**src/hw/rtl/bls_pkg.sv**
```systemverilog
`default_nettype none

package bls_pkg;

    // Request opcodes; the unused code acts as status
    typedef enum logic [2:0] {
        OP_PUSH    = 3'd0,
        OP_POP     = 3'd1,
        OP_REPLACE = 3'd2,
        OP_CLEAR   = 3'd3,
        OP_MEMBER  = 3'd4,
        OP_PEEK    = 3'd5,
        OP_STATUS  = 3'd6
    } op_t;

    // Error codes reported with every result
    typedef enum logic [1:0] {
        ERR_NONE  = 2'd0,
        ERR_FULL  = 2'd1,
        ERR_EMPTY = 2'd2
    } err_t;

    typedef struct packed {
        logic [2:0] opcode;
        logic [7:0] value;
        logic [7:0] pop_count;
    } req_t;

    typedef struct packed {
        logic [7:0] top_value;
        logic [6:0] entry_count;
        logic       is_full;
        logic       is_empty;
        logic       found;
        logic [1:0] error_code;
    } rsp_t;

endpackage

`default_nettype wire

```
**src/hw/rtl/bounded_lifo_stack.sv**
```systemverilog
// Bounded byte stack with a request and a result channel, both valid/ready.
// Each accepted request (s_data) yields exactly one result (m_data) carrying
// the top byte, entry count, full/empty flags, member hit and error code.
// Entries live in a single-port-write, registered-read memory of STACK_DEPTH
// bytes; the top byte is also kept in a register.
// Request handling, with m_ready held high:
//   push, replace, clear, peek, status: result in the cycle after acceptance,
//     next request taken in the following cycle (one per cycle).
//   pop: when entries remain, the result waits for an extra memory read of the
//     new top; it is loaded directly when the pop empties the stack.
//   member query: one memory read per stored entry before the result.
// One request is in flight at a time; s_ready is low during pop reads and
// member scans. The result sits in an output register; when the receiver
// stalls, that register holds and s_ready drops until the result is taken.
// Reset (aresetn low, synchronous) empties the stack and drops any result;
// memory contents are not cleared since only entries below the count are read.
`default_nettype none

module bounded_lifo_stack
    import bls_pkg::*;
#(
    parameter int STACK_DEPTH = 64
) (
    input  wire  aclk,
    input  wire  aresetn,
    input  wire  s_valid,
    output logic s_ready,
    input  req_t s_data,
    output logic m_valid,
    input  wire  m_ready,
    output rsp_t m_data
);

    localparam int FW = $clog2(STACK_DEPTH + 1);
    localparam int AW = $clog2(STACK_DEPTH);
    localparam int CW = (FW > 8) ? FW : 8;
    localparam int EW = (FW > 7) ? FW : 7;

    typedef enum logic [1:0] {
        ST_IDLE,
        ST_POP_RD,
        ST_SCAN
    } state_t;

    state_t         state_reg, state_next;
    logic [FW-1:0]  fill_reg, fill_next;
    logic [7:0]     top_reg, top_next;
    logic [7:0]     val_reg, val_next;
    logic [AW-1:0]  scan_reg, scan_next;
    logic           hit_reg, hit_next;
    logic           m_valid_reg;
    rsp_t           m_data_reg;

    // Entry memory
    logic [7:0]     mem [STACK_DEPTH];
    logic [7:0]     rd_data_reg;
    logic           wr_en, rd_en;
    logic [AW-1:0]  wr_addr, rd_addr;
    logic [7:0]     wr_data;

    logic           accept;
    logic           out_load;
    logic           res_found;
    err_t           res_err;
    logic           scan_hit;
    logic [7:0]     pop_cnt;
    logic [CW-1:0]  pop_cnt_w, fill_cw;
    logic [EW-1:0]  fill_wide;
    rsp_t           res;

    assign s_ready = (state_reg == ST_IDLE) && (!m_valid_reg || m_ready);
    assign accept  = s_valid && s_ready;
    assign m_valid = m_valid_reg;
    assign m_data  = m_data_reg;

    // Effective pop count; zero means one
    assign pop_cnt   = (s_data.pop_count == 8'd0) ? 8'd1 : s_data.pop_count;
    assign pop_cnt_w = CW'(pop_cnt);
    assign fill_cw   = CW'(fill_reg);
    assign scan_hit  = hit_reg | (rd_data_reg == val_reg);

    // Next-state and memory access decode
    always_comb begin
        state_next = state_reg;
        fill_next  = fill_reg;
        top_next   = top_reg;
        val_next   = val_reg;
        scan_next  = scan_reg;
        hit_next   = hit_reg;
        wr_en      = 1'b0;
        wr_addr    = '0;
        wr_data    = s_data.value;
        rd_en      = 1'b0;
        rd_addr    = '0;
        out_load   = 1'b0;
        res_found  = 1'b0;
        res_err    = ERR_NONE;
        unique case (state_reg)
            ST_IDLE: begin
                if (accept) begin
                    case (op_t'(s_data.opcode))
                        OP_PUSH: begin
                            out_load = 1'b1;
                            if (fill_reg == FW'(STACK_DEPTH)) begin
                                res_err = ERR_FULL;
                            end else begin
                                wr_en     = 1'b1;
                                wr_addr   = AW'(fill_reg);
                                fill_next = fill_reg + 1'b1;
                                top_next  = s_data.value;
                            end
                        end
                        OP_POP: begin
                            if (pop_cnt_w > fill_cw) begin
                                fill_next = '0;
                                res_err   = ERR_EMPTY;
                                out_load  = 1'b1;
                            end else begin
                                fill_next = FW'(fill_cw - pop_cnt_w);
                                if (fill_next == '0) begin
                                    out_load = 1'b1;
                                end else begin
                                    // fetch the new top before answering
                                    rd_en      = 1'b1;
                                    rd_addr    = AW'(fill_next - 1'b1);
                                    state_next = ST_POP_RD;
                                end
                            end
                        end
                        OP_REPLACE: begin
                            out_load = 1'b1;
                            wr_en    = 1'b1;
                            top_next = s_data.value;
                            if (fill_reg == '0) begin
                                res_err   = ERR_EMPTY;
                                wr_addr   = '0;
                                fill_next = FW'(1);
                            end else begin
                                wr_addr = AW'(fill_reg - 1'b1);
                            end
                        end
                        OP_CLEAR: begin
                            fill_next = '0;
                            out_load  = 1'b1;
                        end
                        OP_MEMBER: begin
                            if (fill_reg == '0) begin
                                out_load = 1'b1;
                            end else begin
                                // walk entries from the bottom
                                rd_en      = 1'b1;
                                rd_addr    = '0;
                                scan_next  = '0;
                                hit_next   = 1'b0;
                                val_next   = s_data.value;
                                state_next = ST_SCAN;
                            end
                        end
                        OP_PEEK: begin
                            out_load = 1'b1;
                            if (fill_reg == '0) begin
                                res_err = ERR_EMPTY;
                            end
                        end
                        default: begin
                            out_load = 1'b1;
                        end
                    endcase
                end
            end
            ST_POP_RD: begin
                top_next   = rd_data_reg;
                out_load   = 1'b1;
                state_next = ST_IDLE;
            end
            ST_SCAN: begin
                if (scan_reg == AW'(fill_reg - 1'b1)) begin
                    res_found  = scan_hit;
                    out_load   = 1'b1;
                    state_next = ST_IDLE;
                end else begin
                    rd_en     = 1'b1;
                    rd_addr   = scan_reg + 1'b1;
                    scan_next = scan_reg + 1'b1;
                    hit_next  = scan_hit;
                end
            end
            default: begin
                state_next = ST_IDLE;
            end
        endcase
    end

    // Result assembly from the post-operation state
    assign fill_wide = EW'(fill_next);

    always_comb begin
        res.top_value   = (fill_next == '0) ? 8'd0 : top_next;
        res.entry_count = fill_wide[6:0];
        res.is_full     = (fill_next == FW'(STACK_DEPTH));
        res.is_empty    = (fill_next == '0);
        res.found       = res_found;
        res.error_code  = res_err;
    end

    // Memory: one write port, one registered read port
    always_ff @(posedge aclk) begin
        if (wr_en) begin
            mem[wr_addr] <= wr_data;
        end
        if (rd_en) begin
            rd_data_reg <= mem[rd_addr];
        end
    end

    // State and output register
    always_ff @(posedge aclk) begin
        if (!aresetn) begin
            state_reg   <= ST_IDLE;
            fill_reg    <= '0;
            m_valid_reg <= 1'b0;
        end else begin
            state_reg <= state_next;
            fill_reg  <= fill_next;
            if (out_load) begin
                m_valid_reg <= 1'b1;
            end else if (m_ready) begin
                m_valid_reg <= 1'b0;
            end
        end
        top_reg  <= top_next;
        val_reg  <= val_next;
        scan_reg <= scan_next;
        hit_reg  <= hit_next;
        if (out_load) begin
            m_data_reg <= res;
        end
    end

endmodule

`default_nettype wire

```
**config.mk**
```make
export PLATFORM = sky130hd
export DESIGN_NAME = bounded_lifo_stack
export DESIGN_NICKNAME = d
export VERILOG_FILES = /design/src/hw/rtl/bls_pkg.sv /design/src/hw/rtl/bounded_lifo_stack.sv
export SDC_FILE = /design/constraint.sdc
export NUM_CORES = 1
export LEC_CHECK = 0
export BUFFER_PORTS_ARGS = -buffer_cell sky130_fd_sc_hd__buf_2
export CORE_MARGIN = 2
export CORE_UTILIZATION = 35
export CTS_CLUSTER_SIZE = 40
export DETAILED_ROUTE_END_ITERATION = 10
export PLACE_DENSITY_LB_ADDON = 0.3
export SYNTH_ARGS = -nofsm -noshare
export SYNTH_HDL_FRONTEND = slang
export SYNTH_SLANG_ARGS = --single-unit
export TNS_END_PERCENT = 30
```
**constraint.sdc**
```tcl
create_clock -name aclk -period 4.95 [get_ports aclk]
set_input_delay 0.99 -clock aclk [delete_from_list [all_inputs] [get_ports aclk]]
set_output_delay 0.99 -clock aclk [all_outputs]
set_load 0.005 [all_outputs]
```
==> results of run 1 <==
## kinds of logic after synthesis
logic type / Yosys count
AO/OA/AOI/OAI: 438
XOR/XNOR: 28
buffers and inverters: 162
AND/OR/NAND/NOR: 604
flip-flops: 573
multiplexers: 16
adder cells (fa/ha/maj): 20
## where the power goes
group	switching [mW]	total [mW]	internal (mW)	leakage [nW]
Clock	1.86	4.27	2.41	0.903
Combinational	0.282	0.439	0.157	4.13
Sequential	0.0130	5.37	5.35	5.16
Total	2.16	10.1	7.92	10.2
## synth_stat cells, types with 21 or more instances
master    count  area [µm²]
nor2_1       95         357
a211o_1      23         201
nor3_1       70         350
a41oi_1      23         201
inv_1        30         113
nand2_1     131         492
nand3_1      92         460
edfxtp_1    555       16700
and3_1      116         726
a21oi_1      65         325
o21ai_0     124         621
buf_2        21         105
a211oi_1     95         713
clkbuf_1     97         364
## metrics by stage
step                      std cells  worst slack, ns  utilization, %  area, µm²  hold slack, ns
after floorplan                1841           -0.176               -      24400           0.422
after global placement         2924           -0.626            39.8      27400           0.452
after detailed placement       2924           -0.532            39.8      27400           0.452
after CTS                      3030            0.114            42.5      29300           0.468
after global routing           3041          -0.0269            42.8      29400           0.487
final                          3041            0.207            42.8      29400           0.466
## routing by layer
| layer | global-route usage (%) | share of wire (%) | up-vias |
|---|---|---|---|
| met3 | 2.70 | 5.9 | 90 |
| met4 | 5.22 | 2.2 | 0 |
| li1 | - | - | 7628 |
| met2 | 33.1 | 50 | 574 |
| met5 | 0 | 0 | - |
| met1 | 26.1 | 42 | 8466 |
## worst reg2reg max path, stage by stage (launching register included)
cell       delay, ns
dfxtp_1         0.54
inv_1           0.08
ha_1            0.45
a211oi_2        0.12
or4b_1          0.50
and3_1          0.20
nand2_1         0.08
buf_4           0.15
o211ai_1        0.14
clkbuf_16       0.19
buf_4           0.19
nand2_4         0.13
buf_12          0.17
buf_4           0.16
a211oi_1        0.08
or4_4           0.53
a2111o_1        0.49
nor4_2          0.25
## path summary, 6_finish.rpt
check / end / startpoint / slack, ns
setup / recovery: rd_data_reg[2] / s_data[3] / 0.21
setup reg to reg: rd_data_reg[2] / fill_reg[2] / 0.33
hold / removal: top_reg[3] / top_reg[3] / 0.47
hold reg to reg: top_reg[3] / top_reg[3] / 0.47
## area by class of cell
type / count / area share (%)
well taps: 931 / 3.96
clock buffers: 70 / 5.19
clock inverters: 36 / 1.09
inverters: 30 / 0.383
repair buffers: 295 / 8.27
multi-input cells: 1106 / 23.3
flip-flops and latches: 573 / 57.8
## cell usage in the layout, fill, tap and decap left out, types with 7 or more instances in the layout
| cell | count |
|---|---|
| a41oi_1 | 22 |
| xor2_1 | 13 |
| o21ai_0 | 123 |
| a2111o_1 | 8 |
| nor3b_1 | 7 |
| and2_1 | 8 |
| buf_12 | 24 |
| nor4_2 | 9 |
| inv_1 | 30 |
| edfxtp_1 | 555 |
| clkbuf_1 | 9 |
| nand2_1 | 129 |
| buf_2 | 44 |
| a21oi_1 | 64 |
| dfxtp_1 | 18 |
| clkinv_1 | 15 |
| clkinv_2 | 10 |
| mux2i_1 | 16 |
| xnor2_1 | 14 |
| nor2_1 | 95 |
| a211oi_1 | 93 |
| clkbuf_16 | 59 |
| o21a_1 | 12 |
| nand4_1 | 13 |
| or4_1 | 9 |
| and3_1 | 116 |
| or3_1 | 7 |
| a211o_1 | 23 |
| nor3_1 | 69 |
| nand3_1 | 92 |
| a32oi_1 | 16 |
| a31oi_1 | 18 |
| nor2b_1 | 15 |
| ha_1 | 18 |
| buf_4 | 223 |
## what timing repair did
| item | in CTS | in global routing |
|---|---|---|
| endpoints found under the setup margin | 0 | 8 |
| resized for setup | 0 | 17 |
| buffers inserted | 0 | 10 |
==> key figures, run 1 <==
Logic synthesis
  – Average size of a mapped cell: 13.3 µm²
  – Post-Synth Adder-Cell Area: 1.05%
  – Cells after Synth: 1841
  – Asr flop ratio synth: 0%
  – Synth Area in Compound Gates: 12.2%
  – Post-synth cell types: 71
  – Synth warn: 0
  – Post-synthesis xor/xnor area fraction: 1.00%
  – Multiplexer area fraction after synthesis: 0.655%
  – Sequential-to-total area share from yosys stat: 69.7%
  – Largest family of logic cells by synthesized area: simple AND/OR/NAND/NOR gates
  – Flops & latches, synth: 573
  – Syn_nets: 1884
  – Simple-Gate Fraction of Synth Area: 12.7%
  – Ys flop type: edfxtp_1
  – Post-synth EDFFs: 555
  – Synthesized area: 0.0244 mm²

CTS
  – TritonCTS buffer count: 58
  – Clock slew at reported path FFs: 0.06 ns
  – Clk root buf: clkbuf_16
  – Max Root-Sink Buffers: 3
  – Depth of the CTS H-tree: 2
  – CTS tree: done
  – Hold Buf Count CTS: 0
  – Sink Count: 573
  – Clock Latency Late Sink: 0.65 ns

Floorplan
  – Top Ports: 45
  – Initial Util: 35.5%
  – DIE AREA: 0.0720 mm²
  – Die W: 268 µm
  – Core box area: 0.0688 mm²
  – Die Height: 268 µm
  – Row count: 96

Setup path
  – CP max FO: 5
  – Critical setup path kind: in2reg
  – Slowest stage delay, CP: 0.49 ns
  – Crit path buf inv count: 6
  – Slowest CP cell: a2111o_1
  – Critical Path Stages: 20
  – Family with the most delay on the worst path: compound AO/OA/AOI/OAI gates
  – CP startpoint kind: primary input
  – Crit path cell chain: buf_2, nor4_2, a21o_1, ha_2, inv_1, fa_2, a21o_1, a21oi_2, xor2_1, nand4_1, buf_6, o211ai_1, clkbuf_16, buf_4, buf_4, and3_1, a211oi_1, or4_4, a2111o_1, nor4_2
  – Critical Path Sink Type: flop
  – Data arrival, critical path: 5.20 ns
  – Critical Path RT: 5.40 ns
  – R2R cell count: 17

Final layout
  – Nets: 2107
  – Layout area overhead: 20.5%
  – Max reg flops: 512
  – Antenna Cells: 0
  – Register area: 0.0170 mm²
  – Ratio of cells with drive above 1 in the final layout: 20.0%
  – FILL cells: 6281
  – Footprint of the multi-input gates: 0.00685 mm²

Routing
  – Final ANT Viol Nets: 0
  – Remaining DRCs: 0
  – Drt total wl: 70200 µm
  – Via count: 16800
  – Vias per cell: 5.51
  – Routed WL per cell: 23.1 µm
  – Drt pass-1 iters: 5
  – DRT iter0 DRCs: 1757

Timing
  – Endpoints failing setup: 0
  – Sum Neg Setup Slack: 0 ns
  – Fin crit share: 95.8%
  – Skew final: 0.0334 ns
  – Final hold violation count: 0
  – Slew HR: 35.1%
  – Crit path time final: 4.74 ns
  – F_max: 211 MHz
  – Slew @ Worst Pin: 0.966 ns
  – Final Max Tran Viols: 0

Power and ir drop
  – Power per Cell Area: 342 mW/mm²
  – Leakage: 10.2 nW
  – Worst vdd rail ir drop: 0.000297 V
  – Overall power: 10.1 mW

Place
  – IO Port Bufs: 44
  – Placed wire-length estimate: 47100 µm
  – Routability congestion estimate: 0.879

GRT
  – Gr ovfl total: 0
  – Vias in the first global route: 16400
  – Antenna violations before repair: 0
  – First-pass GRT wire length: 105000 µm
  – GRT Util Overall: 19.4%
  – Largest net degree at the start of global routing: 67

Worst hold path
  – Hold path depth: 2
  – Worst hold path class: reg2reg

Job
  – Max-cap viol count: 0

Run status
  – Status: completed
Note: power is estimated with default switching activity, not from simulation.
==> run 2: changes to the inputs <==
Settings changed: ABC_AREA set to 0, PLACE_DENSITY_LB_ADDON 0.3 to 0.15.
==> run 2 against run 1 <==
Effect of this change:
- setup slack got worse by 0.0021 ns
- clock skew fell by 0.0012 ns
- cell count barely moved
- die area unchanged
- clock-buffer cell count rose by 4
- combinational power down 2%
- sequential power about the same
- first-iteration DRC count shrank 16%
- clock power grew 8.0%
==> key figures, run 2 (synthesis results as in run 1) <==
Final layout
  – FILL cells: 6343 (was 6281)
  – Footprint of the multi-input gates: 0.00683 mm² (was 0.00685 mm²)
  – Nets: 2102 (was 2107)
  – Ratio of cells with drive above 1 in the final layout: 19.8% (was 20.0%)
  – Antenna Cells: 0 (unchanged)
  – Finished Layout Cells: 3039 (was 3041)
  – Layout area overhead: 21.1% (was 20.5%)
  – Register area: 0.0170 mm² (unchanged)
  – Leading cell type in the layout, fill and taps excluded: edfxtp_1 (unchanged)
  – Commonest non-fill, non-tap cells in the layout: edfxtp_1 (555), buf_4 (212), nand2_1 (129) (was edfxtp_1 (555), buf_4 (223), nand2_1 (129))
  – Max reg flops: 512 (unchanged)

Timing
  – F_max: 211 MHz (about the same)
  – Final hold violation count: 0 (unchanged)
  – Fin crit share: 95.9% (was 95.8%)
  – Final Max Tran Viols: 0 (unchanged)
  – Endpoints failing setup: 0 (unchanged)
  – Crit path time final: 4.74 ns (about the same)
  – PnR worst setup slack: 0.205 ns (was 0.207 ns)
  – Skew final: 0.0322 ns (was 0.0334 ns)
  – Slew @ Worst Pin: 0.956 ns (was 0.966 ns)
  – Slew HR: 36.3% (was 35.1%)
  – Hold Slack: 0.469 ns (was 0.466 ns)

Routing
  – Vias per cell: 5.46 (was 5.51)
  – Drt total wl: 73700 µm (was 70200 µm)
  – DRT iter0 DRCs: 1470 (was 1757)
  – Via count: 16600 (was 16800)
  – Final ANT Viol Nets: 0 (unchanged)
  – Routed WL per cell: 24.3 µm (was 23.1 µm)
  – Remaining DRCs: 0 (unchanged)
  – Drt pass-1 iters: 5 (unchanged)

Power and ir drop
  – Worst vdd rail ir drop: 0.000323 V (was 0.000297 V)
  – Leakage: 10.3 nW (was 10.2 nW)
  – Power per Cell Area: 352 mW/mm² (was 342 mW/mm²)

Run status
  – Status: completed (unchanged)

Floorplan
  – Die Height: 268 µm (unchanged)
  – Row count: 96 (unchanged)
  – Die W: 268 µm (unchanged)
  – Top Ports: 45 (unchanged)
  – Initial Util: 35.5% (unchanged)
  – DIE AREA: 0.0720 mm² (unchanged)
  – Core box area: 0.0688 mm² (unchanged)

CTS
  – Depth of the CTS H-tree: 2 (unchanged)
  – Clock Latency Late Sink: 0.64 ns (was 0.65 ns)
  – Sink Count: 573 (unchanged)
  – Clk root buf: clkbuf_16 (unchanged)
  – Max Root-Sink Buffers: 3 (unchanged)
  – CTS tree: done (unchanged)
  – TritonCTS buffer count: 61 (was 58)
  – Clock slew at reported path FFs: 0.06 ns (about the same)

Setup path
  – Crit path cell chain: buf_2, nor4_1, a21o_1, ha_1, inv_1, fa_1, a211oi_1, or4b_1, and3_1, nand2_1, buf_4, o211ai_1, buf_6, buf_4, a21oi_1, o21a_1, or4_1, a2111o_1, nor4_2 (was buf_2, nor4_2, a21o_1, ha_2, inv_1, fa_2, a21o_1, a21oi_2, xor2_1, nand4_1, buf_6, o211ai_1, clkbuf_16, buf_4, buf_4, and3_1, a211oi_1, or4_4, a2111o_1, nor4_2)
  – Critical Path Sink Type: flop (unchanged)
  – Data arrival, critical path: 5.20 ns (about the same)
  – Slowest stage delay, CP: 0.56 ns (was 0.49 ns)
  – Slowest CP cell: or4_1 (was a2111o_1)
  – Critical Path RT: 5.41 ns (was 5.40 ns)
  – Critical Path Most Common Cell: buf_4
  – Crit path buf inv count: 5 (was 6)
  – Critical setup path kind: in2reg (unchanged)
  – Family with the most delay on the worst path: simple AND/OR/NAND/NOR gates (was compound AO/OA/AOI/OAI gates)
  – CP max FO: 12 (was 5)
  – CP startpoint kind: primary input (unchanged)

GRT
  – First-pass GRT wire length: 110000 µm (was 105000 µm)
  – Gr ovfl total: 0 (unchanged)
  – Largest net degree at the start of global routing: 66 (was 67)
  – Antenna violations before repair: 1 (was 0)
  – Vias in the first global route: 16500 (was 16400)
  – GRT Util Overall: 20.7% (was 19.4%)

Place
  – Routability congestion estimate: 0.843 (was 0.879)
  – Placed cells: 2927 (was 2924)
  – Pre-CTS WS: -0.612 ns (was -0.532 ns)
  – IO Port Bufs: 44 (unchanged)
  – Placed wire-length estimate: 49500 µm (was 47100 µm)

Worst hold path
  – Worst hold path class: reg2reg (unchanged)

Job
  – Max-cap viol count: 0 (unchanged)
==> run 2: cell types whose count changed in the layout (fill, tap and decap cells not counted), sizes merged <==
| cell | before | now |
|---|---|---|
| buf | 294 | 287 |
| bufinv | 4 | 6 |
| clkbuf | 71 | 74 |
| clkinv | 26 | 27 |
| clkinvlp | 2 | 4 |
| inv | 34 | 31 |
==> run 2: power breakdown <==
group / internal, mW / leakage, nW / total (mW) / switching [mW]
Clock: 2.67 / 0.983 / 4.61 / 1.94
Sequential: 5.35 / 5.16 / 5.37 / 0.0133
Combinational: 0.146 / 4.11 / 0.431 / 0.285
==> run 2: layout make-up <==
class | count | area share, %
clock inverters | 38 | 1.32
multi-input cells | 1106 | 23.1
flip-flops and latches | 573 | 57.6
clock buffers | 74 | 5.53
inverters | 30 | 0.381
well taps | 931 | 3.94
repair buffers | 287 | 8.19
==> run 2: final timing paths <==
kind          startpoint        endpoint  slack (ns)  depth (start not counted)
max            s_data[3]  rd_data_reg[6]        0.21                         19
min           top_reg[7]      top_reg[7]        0.47                          2
min reg2reg   top_reg[7]      top_reg[7]        0.47                          2
max reg2reg  fill_reg[2]  rd_data_reg[6]        0.24                         12
==> run 2: stage by stage <==
stage               utilization (%)   TNS, ns  total power [mW]  instance area [µm²]
CTS                            42.9         0              10.5                29500
detailed placement             40.0     -4.04              5.90                27500
global route                   43.0  -0.00539              10.7                29600
floorplan                         -     -1.31              5.64                24400
finish                         43.0         0              10.4                29600
global placement               40.0     -4.19              5.90                27500
==> run 2: routing by layer <==
layer | vias to the layer above | share of wire (%) | track usage (%)
met3 | 92 | 4.6 | 2.63
met1 | 8462 | 45 | 28.9
met5 | - | 0 | 0
li1 | 7618 | - | -
met4 | 0 | 2.2 | 5.31
met2 | 435 | 48 | 34.3
==> run 2: worst reg2reg max path, cell delays in order, from the launching register on <==
cell,delay (ns)
dfxtp_1,0.50
or4_4,0.62
or3_1,0.37
a2111oi_2,0.61
nand2_2,0.33
nand2_8,0.34
buf_4,0.28
a21oi_1,0.09
o21ai_0,0.29
a41oi_1,0.26
buf_4,0.21
a2111o_1,0.42
nor4_2,0.18
==> run 2: repair_timing <==
action                     CTS  global route
buffers inserted             0             0
gates resized for setup      0            17
setup endpoints to repair    0             8
hold buffers                 0             0
